`src/sv/cbba_pkg.sv`:
```
// Package: shared constants, codes and types of the chunked aligned bump allocator.
`default_nettype none
package cbba_pkg;

  localparam int unsigned DEF_CHUNKS             = 4;
  localparam int unsigned DEF_FIRST_HEADER_BYTES = 32;
  localparam int unsigned DEF_NODE_HEADER_BYTES  = 16;

  localparam int unsigned SLOTS     = 4;
  localparam int unsigned IDX_W     = 2;
  localparam int unsigned WORD_W    = 32;
  localparam int unsigned ACTION_W  = 2;
  localparam int unsigned ALIGN_W   = 4;
  localparam int unsigned MASK_W    = 16;
  localparam int unsigned ACC_W     = 34;
  localparam int unsigned PADDR_W   = 5;

  localparam logic [ACC_W-1:0] ADDR_LIMIT = 34'h1_0000_0000;

  localparam logic [ACTION_W-1:0] ACT_ALLOC = 2'd0;
  localparam logic [ACTION_W-1:0] ACT_RESET = 2'd1;
  localparam logic [ACTION_W-1:0] ACT_QUERY = 2'd2;

  localparam logic [1:0] ALU_ADD       = 2'd0;
  localparam logic [1:0] ALU_SUB       = 2'd1;
  localparam logic [1:0] ALU_ADD_ALIGN = 2'd2;

  typedef struct packed {
    logic [1:0]        op;
    logic [MASK_W-1:0] mask;
  } alu_ctl_t;

endpackage
`default_nettype wire

```
`src/sv/cbba_if.sv`:
```
// Interfaces: request and response channels of the allocator.
`default_nettype none
interface cbba_req_if;
  import cbba_pkg::*;
  logic                valid;
  logic                ready;
  logic [ACTION_W-1:0] action;
  logic [WORD_W-1:0]   alloc_size;
  logic [ALIGN_W-1:0]  align_log2;

  modport source (output valid, action, alloc_size, align_log2, input ready);
  modport sink   (input valid, action, alloc_size, align_log2, output ready);
endinterface

interface cbba_rsp_if;
  import cbba_pkg::*;
  logic              valid;
  logic              ready;
  logic              granted;
  logic [WORD_W-1:0] region_addr;
  logic [WORD_W-1:0] free_bytes;

  modport source (output valid, granted, region_addr, free_bytes, input ready);
  modport sink   (input valid, granted, region_addr, free_bytes, output ready);
endinterface
`default_nettype wire

```
`src/sv/cbba_alu.sv`:
```
// Shared 34-bit add / subtract / align-round unit of the allocator sequencer.
`default_nettype none
module cbba_alu (
  input  wire cbba_pkg::alu_ctl_t          ctl,
  input  wire logic [cbba_pkg::ACC_W-1:0]  a,
  input  wire logic [cbba_pkg::ACC_W-1:0]  b,
  output logic      [cbba_pkg::ACC_W-1:0]  y
);
  import cbba_pkg::*;

  logic [ACC_W-1:0] sum;
  logic [ACC_W-1:0] mask_ext;

  assign mask_ext = {{(ACC_W-MASK_W){1'b0}}, ctl.mask};

  always_comb begin
    unique case (ctl.op)
      ALU_SUB:       sum = a - b;
      default:       sum = a + b;
    endcase
    y = (ctl.op == ALU_ADD_ALIGN) ? (sum & ~mask_ext) : sum;
  end

endmodule
`default_nettype wire

```
`src/sv/chunked_aligned_bump_allocator_core.sv`:
```
// Top level: chunked aligned bump allocator with APB configuration port.
//
// Usage: items arrive on in_if (action, alloc_size, align_log2) and one result
// per item leaves on out_if (granted, region_addr, free_bytes). Chunk bases and
// sizes are APB registers at byte address 4*i (bases 0..3, sizes 4..7).
// One item is worked at a time by a small sequencer around one shared 34-bit
// adder. An allocate passes each present chunk it examines through chunk end,
// free address, alignment round-up and fit check, and each absent chunk
// through chunk end only, plus a commit step on success. Every item ends with
// the free-byte read of the current chunk and the load of the output register.
// in_if.ready is high only when the sequencer is idle; a finished result
// sits in the output register, so the next item is taken while it waits.
// If the receiver stalls with a result still held, the sequencer waits
// before writing the next one.
// Reset clears the chunk registers, sets every chunk's use to its header size
// and makes chunk 0 current.
`default_nettype none
module chunked_aligned_bump_allocator_core #(
  parameter int unsigned CHUNKS             = cbba_pkg::DEF_CHUNKS,
  parameter int unsigned FIRST_HEADER_BYTES = cbba_pkg::DEF_FIRST_HEADER_BYTES,
  parameter int unsigned NODE_HEADER_BYTES  = cbba_pkg::DEF_NODE_HEADER_BYTES
) (
  input  wire logic                           clk,
  input  wire logic                           rst_n,
  cbba_req_if.sink                            in_if,
  cbba_rsp_if.source                          out_if,
  input  wire logic                           psel,
  input  wire logic                           penable,
  input  wire logic                           pwrite,
  input  wire logic [cbba_pkg::PADDR_W-1:0]   paddr,
  input  wire logic [cbba_pkg::WORD_W-1:0]    pwdata,
  output logic      [cbba_pkg::WORD_W-1:0]    prdata,
  output logic                                pready
);
  import cbba_pkg::*;

  localparam logic [IDX_W-1:0]  LAST_IDX  = IDX_W'(CHUNKS - 1);
  localparam logic [WORD_W-1:0] HDR_FIRST = WORD_W'(FIRST_HEADER_BYTES);
  localparam logic [WORD_W-1:0] HDR_NODE  = WORD_W'(NODE_HEADER_BYTES);

  localparam logic [2:0] S_IDLE   = 3'd0;
  localparam logic [2:0] S_END    = 3'd1;
  localparam logic [2:0] S_FREE   = 3'd2;
  localparam logic [2:0] S_ALIGN  = 3'd3;
  localparam logic [2:0] S_TAIL   = 3'd4;
  localparam logic [2:0] S_COMMIT = 3'd5;
  localparam logic [2:0] S_QUERY  = 3'd6;
  localparam logic [2:0] S_OUT    = 3'd7;

  logic [WORD_W-1:0]  base_r  [SLOTS];
  logic [WORD_W-1:0]  bytes_r [SLOTS];
  logic [WORD_W-1:0]  used_r  [SLOTS];

  logic [2:0]         state_r;
  logic [IDX_W-1:0]   k_r;
  logic [IDX_W-1:0]   cur_r;
  logic [WORD_W-1:0]  size_r;
  logic [ALIGN_W-1:0] align_r;
  logic [ACC_W-1:0]   end_r;
  logic [ACC_W-1:0]   acc_r;
  logic               granted_r;
  logic [WORD_W-1:0]  addr_r;

  logic               out_valid_r;
  logic               out_granted_r;
  logic [WORD_W-1:0]  out_addr_r;
  logic [WORD_W-1:0]  out_free_r;

  alu_ctl_t           alu_ctl;
  logic [ACC_W-1:0]   alu_a;
  logic [ACC_W-1:0]   alu_b;
  logic [ACC_W-1:0]   alu_y;

  logic [MASK_W-1:0]  mask;
  logic [WORD_W-1:0]  hdr_k;
  logic               present_k;
  logic               fit;
  logic               in_fire;
  logic               cfg_wr;
  logic               out_load;

  assign mask      = ~(MASK_W'({MASK_W{1'b1}}) << align_r);
  assign hdr_k     = (k_r == '0) ? HDR_FIRST : HDR_NODE;
  assign present_k = bytes_r[k_r] > hdr_k;
  assign fit       = (acc_r < ADDR_LIMIT) && (alu_y <= end_r);
  assign in_fire   = in_if.valid && in_if.ready;
  assign cfg_wr    = psel && penable && pwrite && pready;
  assign out_load  = (state_r == S_OUT) && (!out_valid_r || out_if.ready);

  assign in_if.ready        = (state_r == S_IDLE);
  assign out_if.valid       = out_valid_r;
  assign out_if.granted     = out_granted_r;
  assign out_if.region_addr = out_addr_r;
  assign out_if.free_bytes  = out_free_r;

  assign pready = 1'b1;
  assign prdata = paddr[PADDR_W-1] ? bytes_r[paddr[PADDR_W-2:2]] : base_r[paddr[PADDR_W-2:2]];

  always_comb begin
    alu_ctl.op   = ALU_ADD;
    alu_ctl.mask = mask;
    alu_a        = {2'b00, base_r[k_r]};
    alu_b        = {2'b00, bytes_r[k_r]};
    unique case (state_r)
      S_FREE: begin
        alu_b = {2'b00, used_r[k_r]};
      end
      S_ALIGN: begin
        alu_ctl.op = ALU_ADD_ALIGN;
        alu_a      = acc_r;
        alu_b      = {{(ACC_W-MASK_W){1'b0}}, mask};
      end
      S_TAIL: begin
        alu_a = acc_r;
        alu_b = {2'b00, size_r};
      end
      S_COMMIT: begin
        alu_ctl.op = ALU_SUB;
        alu_a      = acc_r;
        alu_b      = {2'b00, base_r[k_r]};
      end
      S_QUERY: begin
        alu_ctl.op = ALU_SUB;
        alu_a      = {2'b00, bytes_r[k_r]};
        alu_b      = {2'b00, used_r[k_r]};
      end
      default: begin
      end
    endcase
  end

  cbba_alu u_alu (
    .ctl (alu_ctl),
    .a   (alu_a),
    .b   (alu_b),
    .y   (alu_y)
  );

  always_ff @(posedge clk) begin
    if (!rst_n) begin
      for (int i = 0; i < SLOTS; i++) begin
        base_r[i]  <= '0;
        bytes_r[i] <= '0;
        used_r[i]  <= (i == 0) ? HDR_FIRST : HDR_NODE;
      end
      state_r     <= S_IDLE;
      k_r         <= '0;
      cur_r       <= '0;
      out_valid_r <= 1'b0;
    end else begin
      if (cfg_wr) begin
        if (paddr[PADDR_W-1]) begin
          bytes_r[paddr[PADDR_W-2:2]] <= pwdata;
        end else begin
          base_r[paddr[PADDR_W-2:2]] <= pwdata;
        end
      end

      if (out_load) begin
        out_valid_r <= 1'b1;
      end else if (out_if.ready) begin
        out_valid_r <= 1'b0;
      end

      unique case (state_r)
        S_IDLE: begin
          if (in_fire) begin
            size_r    <= in_if.alloc_size;
            align_r   <= in_if.align_log2;
            addr_r    <= '0;
            granted_r <= 1'b1;
            if (in_if.action == ACT_ALLOC) begin
              granted_r <= 1'b0;
              k_r       <= cur_r;
              state_r   <= S_END;
            end else if (in_if.action == ACT_RESET) begin
              for (int i = 0; i < SLOTS; i++) begin
                used_r[i] <= (i == 0) ? HDR_FIRST : HDR_NODE;
              end
              cur_r   <= '0;
              k_r     <= '0;
              state_r <= S_QUERY;
            end else begin
              k_r     <= cur_r;
              state_r <= S_QUERY;
            end
          end
        end
        S_END: begin
          end_r <= (alu_y > ADDR_LIMIT) ? ADDR_LIMIT : alu_y;
          if (present_k) begin
            state_r <= S_FREE;
          end else if (k_r == LAST_IDX) begin
            k_r     <= cur_r;
            state_r <= S_QUERY;
          end else begin
            k_r <= k_r + 1'b1;
          end
        end
        S_FREE: begin
          acc_r   <= alu_y;
          state_r <= S_ALIGN;
        end
        S_ALIGN: begin
          acc_r   <= alu_y;
          state_r <= S_TAIL;
        end
        S_TAIL: begin
          if (fit) begin
            addr_r  <= acc_r[WORD_W-1:0];
            acc_r   <= alu_y;
            state_r <= S_COMMIT;
          end else if (k_r == LAST_IDX) begin
            k_r     <= cur_r;
            state_r <= S_QUERY;
          end else begin
            k_r     <= k_r + 1'b1;
            state_r <= S_END;
          end
        end
        S_COMMIT: begin
          used_r[k_r] <= alu_y[WORD_W-1:0];
          cur_r       <= k_r;
          granted_r   <= 1'b1;
          state_r     <= S_QUERY;
        end
        S_QUERY: begin
          acc_r   <= alu_y[ACC_W-1] ? '0 : alu_y;
          state_r <= S_OUT;
        end
        S_OUT: begin
          if (out_load) begin
            state_r <= S_IDLE;
          end
        end
        default: begin
          state_r <= S_IDLE;
        end
      endcase
    end
  end

  always_ff @(posedge clk) begin
    if (out_load) begin
      out_granted_r <= granted_r;
      out_addr_r    <= addr_r;
      out_free_r    <= acc_r[WORD_W-1:0];
    end
  end

  a_cur_in_range: assert property (@(posedge clk) disable iff (!rst_n)
    cur_r <= LAST_IDX)
    else $error("current chunk beyond configured count");

  a_fail_no_addr: assert property (@(posedge clk) disable iff (!rst_n)
    out_if.valid && !out_if.granted |-> out_if.region_addr == '0)
    else $error("failed allocate carries an address");

  a_busy_after_accept: assert property (@(posedge clk) disable iff (!rst_n)
    in_fire |=> !in_if.ready)
    else $error("item accepted while previous one still in work");

  a_commit_fits: assert property (@(posedge clk) disable iff (!rst_n)
    state_r == S_COMMIT |-> acc_r <= end_r && addr_r < acc_r + 1'b1 + size_r)
    else $error("committed region exceeds chunk end");

  a_result_hold: assert property (@(posedge clk) disable iff (!rst_n)
    state_r == S_OUT && out_valid_r && !out_if.ready |=> state_r == S_OUT)
    else $error("result dropped while receiver stalled");

endmodule
`default_nettype wire
```
`src/flat_wrapper.sv`:
```
// flat-port wrapper written by rule: the top's interface ports become plain ports
module chunked_aligned_bump_allocator_core_flat import cbba_pkg::*;
#(
  parameter int unsigned CHUNKS             = cbba_pkg::DEF_CHUNKS,
  parameter int unsigned FIRST_HEADER_BYTES = cbba_pkg::DEF_FIRST_HEADER_BYTES,
  parameter int unsigned NODE_HEADER_BYTES  = cbba_pkg::DEF_NODE_HEADER_BYTES
)
  (clk, rst_n, psel, penable, pwrite, paddr, pwdata, prdata, pready, in_if_valid, in_if_action, in_if_alloc_size, in_if_align_log2, in_if_ready, out_if_valid, out_if_granted, out_if_region_addr, out_if_free_bytes, out_if_ready);
  cbba_req_if in_if_i ();
  cbba_rsp_if out_if_i ();
  input  wire logic clk;
  input  wire logic rst_n;
  input  wire logic psel;
  input  wire logic penable;
  input  wire logic pwrite;
  input  wire logic [cbba_pkg::PADDR_W-1:0] paddr;
  input  wire logic [cbba_pkg::WORD_W-1:0] pwdata;
  output logic      [cbba_pkg::WORD_W-1:0] prdata;
  output logic pready;
  input wire logic [$bits(in_if_i.valid)-1:0] in_if_valid;
  input wire logic [$bits(in_if_i.action)-1:0] in_if_action;
  input wire logic [$bits(in_if_i.alloc_size)-1:0] in_if_alloc_size;
  input wire logic [$bits(in_if_i.align_log2)-1:0] in_if_align_log2;
  output wire logic [$bits(in_if_i.ready)-1:0] in_if_ready;
  output wire logic [$bits(out_if_i.valid)-1:0] out_if_valid;
  output wire logic [$bits(out_if_i.granted)-1:0] out_if_granted;
  output wire logic [$bits(out_if_i.region_addr)-1:0] out_if_region_addr;
  output wire logic [$bits(out_if_i.free_bytes)-1:0] out_if_free_bytes;
  input wire logic [$bits(out_if_i.ready)-1:0] out_if_ready;
  assign in_if_i.valid = in_if_valid;
  assign in_if_i.action = in_if_action;
  assign in_if_i.alloc_size = in_if_alloc_size;
  assign in_if_i.align_log2 = in_if_align_log2;
  assign in_if_ready = in_if_i.ready;
  assign out_if_valid = out_if_i.valid;
  assign out_if_granted = out_if_i.granted;
  assign out_if_region_addr = out_if_i.region_addr;
  assign out_if_free_bytes = out_if_i.free_bytes;
  assign out_if_i.ready = out_if_ready;
  chunked_aligned_bump_allocator_core #(.CHUNKS(CHUNKS), .FIRST_HEADER_BYTES(FIRST_HEADER_BYTES), .NODE_HEADER_BYTES(NODE_HEADER_BYTES)) u_core (.clk(clk), .rst_n(rst_n), .in_if(in_if_i), .out_if(out_if_i), .psel(psel), .penable(penable), .pwrite(pwrite), .paddr(paddr), .pwdata(pwdata), .prdata(prdata), .pready(pready));
endmodule
```
`config.mk`:
```
export PLATFORM = sky130hd
export DESIGN_NAME = chunked_aligned_bump_allocator_core_flat
export DESIGN_NICKNAME = d
export VERILOG_FILES = /design/src/sv/cbba_pkg.sv /design/src/sv/cbba_if.sv /design/src/sv/cbba_alu.sv /design/src/sv/chunked_aligned_bump_allocator_core.sv /design/src/flat_wrapper.sv
export SDC_FILE = /design/constraint.sdc
export NUM_CORES = 1
export LEC_CHECK = 0
export BUFFER_PORTS_ARGS = -buffer_cell sky130_fd_sc_hd__buf_2
export CAP_MARGIN = 20
export CORE_ASPECT_RATIO = 0.6
export CORE_MARGIN = 2
export CORE_UTILIZATION = 46
export CTS_BUF_LIST = sky130_fd_sc_hd__clkbuf_2
export CTS_CLUSTER_SIZE = 28
export DETAILED_ROUTE_END_ITERATION = 16
export PLACE_DENSITY_LB_ADDON = 0.12
export SYNTH_ARGS = -nofsm -noshare
export SYNTH_HDL_FRONTEND = slang
export SYNTH_HIERARCHICAL = 1
export SYNTH_SLANG_ARGS = --single-unit
```
`constraint.sdc`:
```
create_clock -name clk -period 12.3 [get_ports clk]
set_input_delay 2.46 -clock clk [delete_from_list [all_inputs] [get_ports clk]]
set_output_delay 2.46 -clock clk [all_outputs]
set_load 0.05 [all_outputs]
```
Yosys cells after proc, flatten, opt, wreduce, memory -nomap -nowiden
Memories as Yosys holds them, arrays and structs flattened. A register that Yosys moved wholly into a read port is not among the register bits.
Cells that the tools add are included.
Widths: inputs -> output; s select.
- muxes and demuxes: 71
- shift-type cells: 1
- reductions and logical operators: 30
- equality and inequality tests: 17
- magnitude comparators: 4
- bitwise operators: 7
- $add $sub $neg: 3
- operator list (kind ; number):
    $mux 32 ; 10
    $pmux 32 s4 ; 1
    $mux 34 ; 3
    $pmux 34 s3 ; 1
    $reduce_or 32->1 ; 3
    $pmux 34 s2 ; 1
    $pmux 32 s2 ; 1
    $add 34x34->34 ; 1
    $and 34x34->34 ; 1
    $gt 34x33->1 const B ; 1
    $le 34x34->1 ; 1
    $lt 34x33->1 const B ; 1
    $not 16->34 ; 1
    $sub 34x32->34 ; 1
    $mux 33 ; 1
    $gt 32x32->1 ; 1
    $mux 2 ; 15
    $mux 1 ; 25
    $pmux 3 s8 ; 1
    $mux 3 ; 7
    $not 16->16 ; 1
    $shl 16x4->16 const A ; 1
    $eq 3x3->1 const B ; 4
    $reduce_and 3->1 ; 4
    other kinds (24) ; 46
- register bits: 210
- word-level logic and storage cells: 149
- output and inout port bits: 100
- input bits: 82
- memories kept: 3
- memory bits (writable): 384
- memories (memory ; depth ; width ; rd ports ; clocked after Yosys merged registers in ; wr ports ; RTL line ; source):
    u_core.base_r ; 4 ; 32 ; 2 ; 1 ; 4 ; chunked_aligned_bump_allocator_core.sv:50 ; logic [WORD_W-1:0] base_r [SLOTS];
    u_core.bytes_r ; 4 ; 32 ; 2 ; 1 ; 4 ; chunked_aligned_bump_allocator_core.sv:51 ; logic [WORD_W-1:0] bytes_r [SLOTS];
    u_core.used_r ; 4 ; 32 ; 1 ; 1 ; 4 ; chunked_aligned_bump_allocator_core.sv:52 ; logic [WORD_W-1:0] used_r [SLOTS];

Logic depth before layout (Yosys ltp)
Gate-level depths: netlist (run 1).
- word-level depth: 13
- mapped depth: 36
- gate-level depth less buffers: 31

Hierarchy
Netlist (run 1), hierarchy kept.
- modules (own cells, without submodules) (module ; sequential area each (µm²) ; area each (µm²) ; cells an instance ; times used):
    chunked_aligned_bump_allocator_core ; 17797.1 ; 29260.6 ; 2068 ; 1
    cbba_alu ; 0.0 ; 2662.6 ; 374 ; 1

Worst setup path after synthesis (run 1)
OpenSTA, ideal clock, no wires.
- path kind: reg2reg
- start point: register with a tool-made name
- end point: register u_core.addr_r[0] (enable)
- stages on the path, launching flop included: 34
- path buffers: 6
- period minus slack after synthesis: 9220 ps
- arrival time: 8789 ps
- data required time: 11868 ps
- slack: 3080 ps
- library setup time: 432 ps
- path through: dfxtp_1 > buf_6 > buf_4 > buf_4 > buf_2 > buf_4 > mux4_2 > a22oi_1 > o21ai_0 > nor4_1 > and2_1 > nand2_1 > or2_2 > o41ai_1 > xor2_1 > ha_1 > clkbuf_1 > nand3_1 > nor3b_1 > o31ai_1 > a31oi_1 > nor2_1 > o21ai_1 > a31oi_1 > xnor2_1 > ha_1 > a2111oi_0 > o21ai_0 > a21oi_1 > a21bo_2 > or3_1 > nand2_1 > nand2_1 > a21oi_1
- RTL lines (element ; RTL line ; source):
    end signal: assignment ; chunked_aligned_bump_allocator_core.sv:210 ; addr_r <= acc_r[WORD_W-1:0];
    end: declaration ; chunked_aligned_bump_allocator_core.sv:62 ; logic [WORD_W-1:0] addr_r;

Worst setup path after layout (run 1)
- start point: register u_core.state_r[1]
- end point: register u_core.addr_r[31] (enable)
- word-level cells in the longest chain between the ends: 11
- elaborated cells on any way between the ends: 26
- those cells by class: 2 x add/sub; 1 x order compare; 9 x eq/ne; 5 x mux; 1 x bitwise; 8 x reduce/logical
- ends and longest elaborated chain (element ; RTL line ; source):
    start: declaration ; chunked_aligned_bump_allocator_core.sv:54 ; logic [2:0] state_r;
    start signal: assignment ; chunked_aligned_bump_allocator_core.sv:146 ; state_r <= S_IDLE;
    start signal: assignment ; chunked_aligned_bump_allocator_core.sv:175 ; state_r <= S_END;
    start signal: assignment ; chunked_aligned_bump_allocator_core.sv:182 ; state_r <= S_QUERY;
    $eq 3x2->1 or $eq 3x3->1 (tied branches) ; chunked_aligned_bump_allocator_core.sv:104 ; unique case (state_r)
    $reduce_or 2->1 (no line) ; n/a ;
    $pmux 32 s4 (*) ; chunked_aligned_bump_allocator_core.sv:104 ;
    net u_core.alu_b[3] ; chunked_aligned_bump_allocator_core.sv:71 ; logic [ACC_W-1:0] alu_b;
    $add 34x34->34 or $sub 34x32->34 (tied branches) ; cbba_alu.sv:19, cbba_alu.sv:18 ;
    $mux 34 (*) ; cbba_alu.sv:17 ; unique case (ctl.op)
    $and 34x34->34 ; cbba_alu.sv:21 ; y = (ctl.op == ALU_ADD_ALIGN) ? (sum & ~mask_ext) : sum;
    $mux 34 (*) ; cbba_alu.sv:21 ;
    net u_core.alu_y[31] ; chunked_aligned_bump_allocator_core.sv:72 ; logic [ACC_W-1:0] alu_y;
    $le 34x34->1 (*) ; chunked_aligned_bump_allocator_core.sv:85 ; assign fit = (acc_r < ADDR_LIMIT) && (alu_y <= end_r);
    $logic_and 1x1->1 (*) ; chunked_aligned_bump_allocator_core.sv:85 ;
    $ne 2x1->1 (no line) (*) ; n/a ;
    $reduce_and 4->1 (no line) (*) ; n/a ;
Mark *: on every way through the listed nets, which the timed path passes. The rest lies on a longest branch.
A chain may end at the register's enable or synchronous reset.

==> results_tabular.tex, run 1 <==
\begin{tabular}{lr}
\hline
Metric & Value \\
\hline
\multicolumn{2}{l}{\textbf{Placed design}} \\
Post-detailed-placement half-perimeter wirelength & 65800 µm \\
Routability cong. & 0.920 \\
Count of input and output buffers & 178 \\
Placed Cells incl. Taps & 3435 \\
\multicolumn{2}{l}{\textbf{Setup path}} \\
Most numerous cell on the critical path & buf\_4 \\
Startpoint class of the critical path & register \\
Startpoint of the worst register-to-register path & u\_core/state\_r[1]\$\_SDFFE\_PN0P\_ \\
Worst Path Arrival & 11.83 ns \\
Path depth of the worst reg2reg path & 32 \\
WP data required & 13.16 ns \\
Slowest cell on crit path & nor4\_1 \\
Flop-to-flop setup slack & 1.32 ns \\
Largest fanout of any net on the critical path & 45 \\
Crit Path Class & reg2reg \\
CP endpoint kind & register \\
Worst flop-to-flop path endpoint & u\_core/addr\_r[31]\$\_SDFFCE\_PP0P\_ \\
Largest stage delay on the critical path & 0.84 ns \\
\multicolumn{2}{l}{\textbf{GRT}} \\
Fraction of met1 tracks used by global routing & 41.2\% \\
Total congestion overflow & 0 \\
Total routing usage reported by global routing & 27.7\% \\
First-pass GRT wire length & 145000 µm \\
Initial antenna violation count & 7 \\
Busiest metal layer after global routing & met2 \\
M2 GR Usage & 41.4\% \\
Vias in the first global route & 22.1k \\
Met3 global-route usage & 6.29\% \\
Largest net degree at the start of global routing & 70 \\
\multicolumn{2}{l}{\textbf{Logic synthesis}} \\
Synthesis-stage register bit count & 596 \\
Top post-synthesis cells by count & 586 x edfxtp\_1, 383 x and2\_1, 175 x nand2\_1 \\
Main flop type after synthesis & edfxtp\_1 \\
Yosys synthesis warning count & 6 \\
Share of flip-flops with an asynchronous set or reset after synthesis & 0\% \\
Synth Instances & 2442 \\
Post-Syn Area per Cell & 13.1 µm² \\
Cell variety after synth & 85 \\
Cell taking the most area after synthesis & edfxtp\_1 \\
Leading cell types by total area after synthesis & edfxtp\_1 55\%, mux4\_2 10\%, and2\_1 7.5\% \\
Fraction of post-synthesis cell area in the top cell type by area & 55.1\% \\
Cell with the most instances after synthesis & edfxtp\_1 \\
Number of enable flip-flop cells after synthesis & 586 \\
Total standard cell area after synthesis & 0.0319 mm² \\
Sequential fraction of the synthesis area & 55.7\% \\
\multicolumn{2}{l}{\textbf{Cells and area}} \\
Footprint of the flip-flops and latches & 0.0178 mm² \\
Area of the multi-input gates & 0.0133 mm² \\
Final cell count without fillers & 3685 \\
Filler cell count & 5967 \\
Layout overhead on the synthesized area & 10.8\% \\
\# nets final & 2829 \\
Share of layout cells above drive strength 1 & 25.7\% \\
\multicolumn{2}{l}{\textbf{Detailed routing}} \\
Avg Vias per Cell & 6.04 \\
Detail-routed net length per standard cell & 26.9 µm \\
Wirelength, routed & 99000 µm \\
Routed Antenna Nets & 0 \\
Drt pass-1 iters & 7 \\
DRC marker count from the first detailed-route iteration & 2438 \\
Number of remaining DRC errors & 0 \\
Total via count after detailed routing & 22.2k \\
\multicolumn{2}{l}{\textbf{Clocking}} \\
Count of instances resized after the clock tree is built & 0 \\
Buffer levels on the longest clock path & 3 \\
Clock latency on the worst-skew pair & 1.22 ns \\
Worst-path clk slew & 0.10 ns \\
Maximum level of the CTS H-tree & 4 \\
Setup Buffers After CTS & 0 \\
Clock root buffer & clkbuf\_2 \\
Clock buffers created by TritonCTS & 143 \\
CTS Hold Buffers Added & 0 \\
Number of sinks handled by clock tree synthesis & 596 \\
Clock tree from TritonCTS & done \\
\multicolumn{2}{l}{\textbf{Floorplanning}} \\
Floorplan row count & 74 \\
Initial cell density of the core & 46.7\% \\
Placeable core region & 0.0683 mm² \\
Horizontal die dimension & 344 µm \\
I/O pins & 182 \\
Die ar. & 0.0716 mm² \\
Die outline height & 208 µm \\
\multicolumn{2}{l}{\textbf{Run status}} \\
Status & completed \\
\multicolumn{2}{l}{\textbf{Worst hold path}} \\
HP Start & u\_core/addr\_r[15]\$\_SDFFCE\_PP0P\_ \\
Min-delay worst type & reg2reg \\
End point of the worst hold path & u\_core/out\_if.region\_addr[15]\$\_DFFE\_PP\_ \\
Depth of the worst hold-timing path & 0 \\
\multicolumn{2}{l}{\textbf{STA}} \\
Actual slew at the worst max-slew pin & 1.15 ns \\
Rel. slew slack & 23.0\% \\
Share of the clock period used by the worst path & 89.3\% \\
Final setup violation count & 0 \\
Setup Skew & 0.0845 ns \\
Shortest clock period the worst path allows after layout & 10.98 ns \\
Fin. max-slew vios & 0 \\
Total negative slack & 0 ns \\
Number of hold-slack violations in the final timing report & 0 \\
Maximum achievable frequency & 0.0911 GHz \\
Unrepaired setup endpoints after global routing & false \\
\multicolumn{2}{l}{\textbf{Run}} \\
Number of max-cap violations & 0 \\
\hline
\end{tabular}
==> through the flow <==
step	hold slack [ns]	utilization, %	cell area, µm²	setup slack (ns)
after floorplan	0.400	-	31900	3.08
after global placement	0.402	49.7	33900	1.85
after detailed placement	0.405	49.7	33900	1.72
after CTS	0.427	51.6	35300	1.61
after global routing	0.424	51.7	35400	0.741
final	0.403	51.7	35400	1.32
==> worst max-delay path: cells and delay by family, from the launching register on <==
family	cells	cell delay (ns)
and+or+nand+nor	13	4.15
AOI/OAI and AO/OA	10	3.25
buffers and inverters	5	1.46
xor gates and xnor gates	2	0.70
adders and majority gates	2	0.69
DFF	1	0.31
==> registers in the layout, indices dropped and copies added, names as in the netlist, named ones only <==
signal	count
u_core/cur_r	2
u_core/granted_r	1
u_core/out_if.free_bytes	32
u_core/size_r	32
u_core/acc_r	34
u_core/align_r	4
u_core/out_if.granted	1
u_core/state_r	3
u_core/used_r	128
u_core/bytes_r	128
u_core/addr_r	32
u_core/out_if.valid	1
u_core/end_r	34
u_core/base_r	128
u_core/out_if.region_addr	32
u_core/k_r	2
==> cell families (layout without fill, tap and decap cells) <==
logic type,Yosys count,count (layout),share of synthesized area [%]
AOI/OAI and AO/OA,399,399,8.37
xor gates and xnor gates,61,61,1.67
adders and majority gates,75,75,2.96
buffers and inverters,239,565,3.15
DFF,596,596,55.7
muxes,206,206,12.9
other,2,7,0.0235
and+or+nand+nor,864,864,15.1
==> layout by cell type, fill, tap and decap left out, types with 29 or more instances in the layout <==
master | Yosys | layout
mux2_2 | 32 | 32
clkbuf_2 | 0 | 205
and2_1 | 383 | 383
clkinv_1 | 3 | 29
nor2_1 | 67 | 51
mux4_2 | 148 | 148
xnor2_1 | 40 | 40
nand2_1 | 175 | 175
and3_1 | 102 | 100
buf_4 | 8 | 65
a22oi_1 | 97 | 97
buf_2 | 10 | 177
edfxtp_1 | 586 | 586
inv_1 | 71 | 71
o21ai_0 | 96 | 89
a21oi_1 | 79 | 78
ha_1 | 74 | 74
==> final cells by class <==
cell class | instances | share of cell area, %
tap | 912 | 3.23
timing repair buffer | 246 | 4.13
sequential | 596 | 50.4
antenna | 1 | 0.00708
clock inverter | 40 | 0.899
multi-input combinational | 1611 | 37.7
inverter | 74 | 0.786
clock buffer | 205 | 2.90
==> metal layers <==
layer | vias to the layer above | wire length [µm]
met5 | - | 0
met4 | 0 | 1540
met3 | 103 | 8730
met2 | 1070 | 44400
met1 | 11300 | 44300
li1 | 9815 | -
==> how the worst max path moves through the flow <==
| stage | from | depth (start not counted) | endpoint | slack (ns) |
|---|---|---|---|---|
| 2_1_floorplan | register | 33 | u_core/addr_r[0]$_SDFFCE_PP0P_ | 3.08 |
| 3_3_place_gp | register | 28 | u_core/addr_r[28]$_SDFFCE_PP0P_ | 1.85 |
| 3_5_place_dp | register | 28 | u_core/addr_r[28]$_SDFFCE_PP0P_ | 1.72 |
| 4_1_cts | register | 28 | u_core/addr_r[21]$_SDFFCE_PP0P_ | 1.61 |
| 5_1_grt | u_core/state_r[1]$_SDFFE_PN0P_ | 32 | u_core/addr_r[31]$_SDFFCE_PP0P_ | 0.74 |
| 6_report | u_core/state_r[1]$_SDFFE_PN0P_ | 32 | u_core/addr_r[31]$_SDFFCE_PP0P_ | 1.32 |
Power of run 1 is not shown: default switching activity piles up to over one toggle a cycle in this logic, so the estimate is an artifact.
==> inputs of run 2 (changes only) <==
--- a/config.mk
+++ b/config.mk
@@ -9,7 +9,7 @@
 export CAP_MARGIN = 20
 export CORE_ASPECT_RATIO = 0.6
 export CORE_MARGIN = 2
-export CORE_UTILIZATION = 46
+export CORE_UTILIZATION = 47
 export CTS_BUF_LIST = sky130_fd_sc_hd__clkbuf_2
 export CTS_CLUSTER_SIZE = 28
 export DETAILED_ROUTE_END_ITERATION = 16
==> constraint.sdc (replaced) <==
create_clock -name clk -period 12.3 [get_ports clk]
set_input_delay 2.46 -clock clk [delete_from_list [all_inputs] [get_ports clk]]
set_output_delay 2.46 -clock clk [all_outputs]
set_load 0.02 [all_outputs]
==> results_tabular.tex, run 2 (synthesis gave the netlist of run 1 again) <==
\begin{tabular}{lr}
\hline
Metric & Value \\
\hline
\multicolumn{2}{l}{\textbf{Detailed routing}} \\
Routed Antenna Nets & 0 \\
Avg Vias per Cell & 6.08 \\
Detail-routed net length per standard cell & 26.6 µm \\
Met1 layer wirelength in the final routing & 42800 µm \\
Top routing layer in use & met5 \\
Met3 Wirelength & 9860 µm \\
Total via count after detailed routing & 22.3k \\
Number of remaining DRC errors & 0 \\
Drt pass-1 iters & 8 \\
Amount of wire on met2 after detailed routing & 43400 µm \\
DRC marker count from the first detailed-route iteration & 2660 \\
Wirelength, routed & 97700 µm \\
\multicolumn{2}{l}{\textbf{Floorplanning}} \\
Floorplan row count & 73 \\
Die outline height & 206 µm \\
Horizontal die dimension & 340 µm \\
Placeable core region & 0.0667 mm² \\
Initial cell density of the core & 47.9\% \\
I/O pins & 182 \\
Die ar. & 0.0701 mm² \\
\multicolumn{2}{l}{\textbf{Setup path}} \\
WP data required & 13.16 ns \\
Largest fanout of any net on the critical path & 33 \\
Slowest cell on crit path & nor4\_1 \\
Worst flop-to-flop path endpoint & u\_core/acc\_r[31]\$\_DFFE\_PP\_ \\
Largest stage delay on the critical path & 0.91 ns \\
Startpoint class of the critical path & register \\
Worst Path Arrival & 11.53 ns \\
Crit Path Class & reg2reg \\
Flop-to-flop setup slack & 1.63 ns \\
CP endpoint kind & register \\
Path depth of the worst reg2reg path & 28 \\
\multicolumn{2}{l}{\textbf{STA}} \\
Fin. max-slew vios & 0 \\
Number of hold-slack violations in the final timing report & 0 \\
Rel. slew slack & 19.1\% \\
Unrepaired setup endpoints after global routing & false \\
Share of the clock period used by the worst path & 86.8\% \\
Total negative slack & 0 ns \\
Final setup violation count & 0 \\
Actual slew at the worst max-slew pin & 1.21 ns \\
Setup Skew & 0.0746 ns \\
Maximum achievable frequency & 0.0937 GHz \\
Shortest clock period the worst path allows after layout & 10.67 ns \\
\multicolumn{2}{l}{\textbf{GRT}} \\
Largest net degree at the start of global routing & 70 \\
First-pass GRT wire length & 143000 µm \\
Initial antenna violation count & 8 \\
Total congestion overflow & 0 \\
Total routing usage reported by global routing & 27.9\% \\
Vias in the first global route & 21.7k \\
\multicolumn{2}{l}{\textbf{Placed design}} \\
Post-detailed-placement half-perimeter wirelength & 65200 µm \\
Count of input and output buffers & 178 \\
Routability cong. & 0.943 \\
\multicolumn{2}{l}{\textbf{Clocking}} \\
Clock tree from TritonCTS & done \\
Number of sinks handled by clock tree synthesis & 596 \\
Maximum level of the CTS H-tree & 4 \\
Count of instances resized after the clock tree is built & 0 \\
Setup Buffers After CTS & 0 \\
CTS Hold Buffers Added & 0 \\
Worst-path clk slew & 0.11 ns \\
Clock buffers created by TritonCTS & 142 \\
Clock root buffer & clkbuf\_2 \\
Buffer levels on the longest clock path & 3 \\
Clock latency on the worst-skew pair & 1.21 ns \\
\multicolumn{2}{l}{\textbf{Worst hold path}} \\
End point of the worst hold path & u\_core/out\_if.region\_addr[10]\$\_DFFE\_PP\_ \\
Min-delay worst type & reg2reg \\
HP Start & u\_core/addr\_r[10]\$\_SDFFCE\_PP0P\_ \\
Depth of the worst hold-timing path & 0 \\
\multicolumn{2}{l}{\textbf{Cells and area}} \\
Filler cell count & 5762 \\
\# nets final & 2823 \\
Highest-count cells in the layout ignoring fill and taps & 586 x edfxtp\_1, 383 x and2\_1, 203 x clkbuf\_2 \\
Biggest registers after layout & u\_core/base\_r (128), u\_core/bytes\_r (128), u\_core/used\_r (128) \\
Layout overhead on the synthesized area & 10.4\% \\
Share of layout cells above drive strength 1 & 25.7\% \\
Commonest non-fill, non-tap cell in the layout & edfxtp\_1 \\
\multicolumn{2}{l}{\textbf{Run}} \\
Number of max-cap violations & 0 \\
\multicolumn{2}{l}{\textbf{Run status}} \\
Status & completed \\
\hline
\end{tabular}
[run 2: through the flow]
stage / hold WS [ns] / setup slack (ns) / cells / area, µm² / utilization [%]
after floorplan: 0.400 / 3.08 / 2446 / 31900 / -
after global placement: 0.402 / 2.01 / 3421 / 33900 / 50.9
after detailed placement: 0.405 / 1.95 / 3421 / 33900 / 50.9
after CTS: 0.423 / 1.86 / 3667 / 35200 / 52.8
after global routing: 0.428 / 0.908 / 3671 / 35300 / 52.9
final: 0.418 / 1.63 / 3672 / 35300 / 52.9
[run 2: worst max-delay path by stage]
stage                   from                              to  slack, ns  cells after the start
global route        register      u_core/acc_r[31]$_DFFE_PP_       0.91                     29
global placement    register      u_core/acc_r[20]$_DFFE_PP_       2.01                     29
detailed placement  register      u_core/acc_r[25]$_DFFE_PP_       1.95                     28
floorplan           register  u_core/addr_r[0]$_SDFFCE_PP0P_       3.08                     33
CTS                 register       u_core/acc_r[0]$_DFFE_PP_       1.86                     28
finish              register      u_core/acc_r[31]$_DFFE_PP_       1.63                     28
[run 2: area by class of cell]
cell class	count	area (µm²)	area share, %
antenna	4	10.0	0.0284
clock buffer	203	1020	2.88
clock inverter	43	280	0.795
inverter	74	278	0.788
multi-input combinational	1611	13300	37.8
sequential	596	17800	50.5
tap	900	1130	3.19
timing repair buffer	241	1400	3.97
[run 2: critical path, delay by kind of cell (launching register included)]
family	cells	cell delay [ns]
xor gates and xnor gates	2	0.69
DFF	1	0.77
and+or+nand+nor	13	4.69
muxes	1	0.66
buffers and inverters	1	0.39
adders and majority gates	2	0.69
AOI/OAI and AO/OA	9	2.39
[run 2: routing by layer]
layer  GRT usage (%)  vias to the layer above
met5               0                        -
met4            7.11                        6
li1                -                     9819
met3            6.24                      113
met2            42.1                     1178
met1            41.0                    11200
Power of run 2 is left out for the same reason.
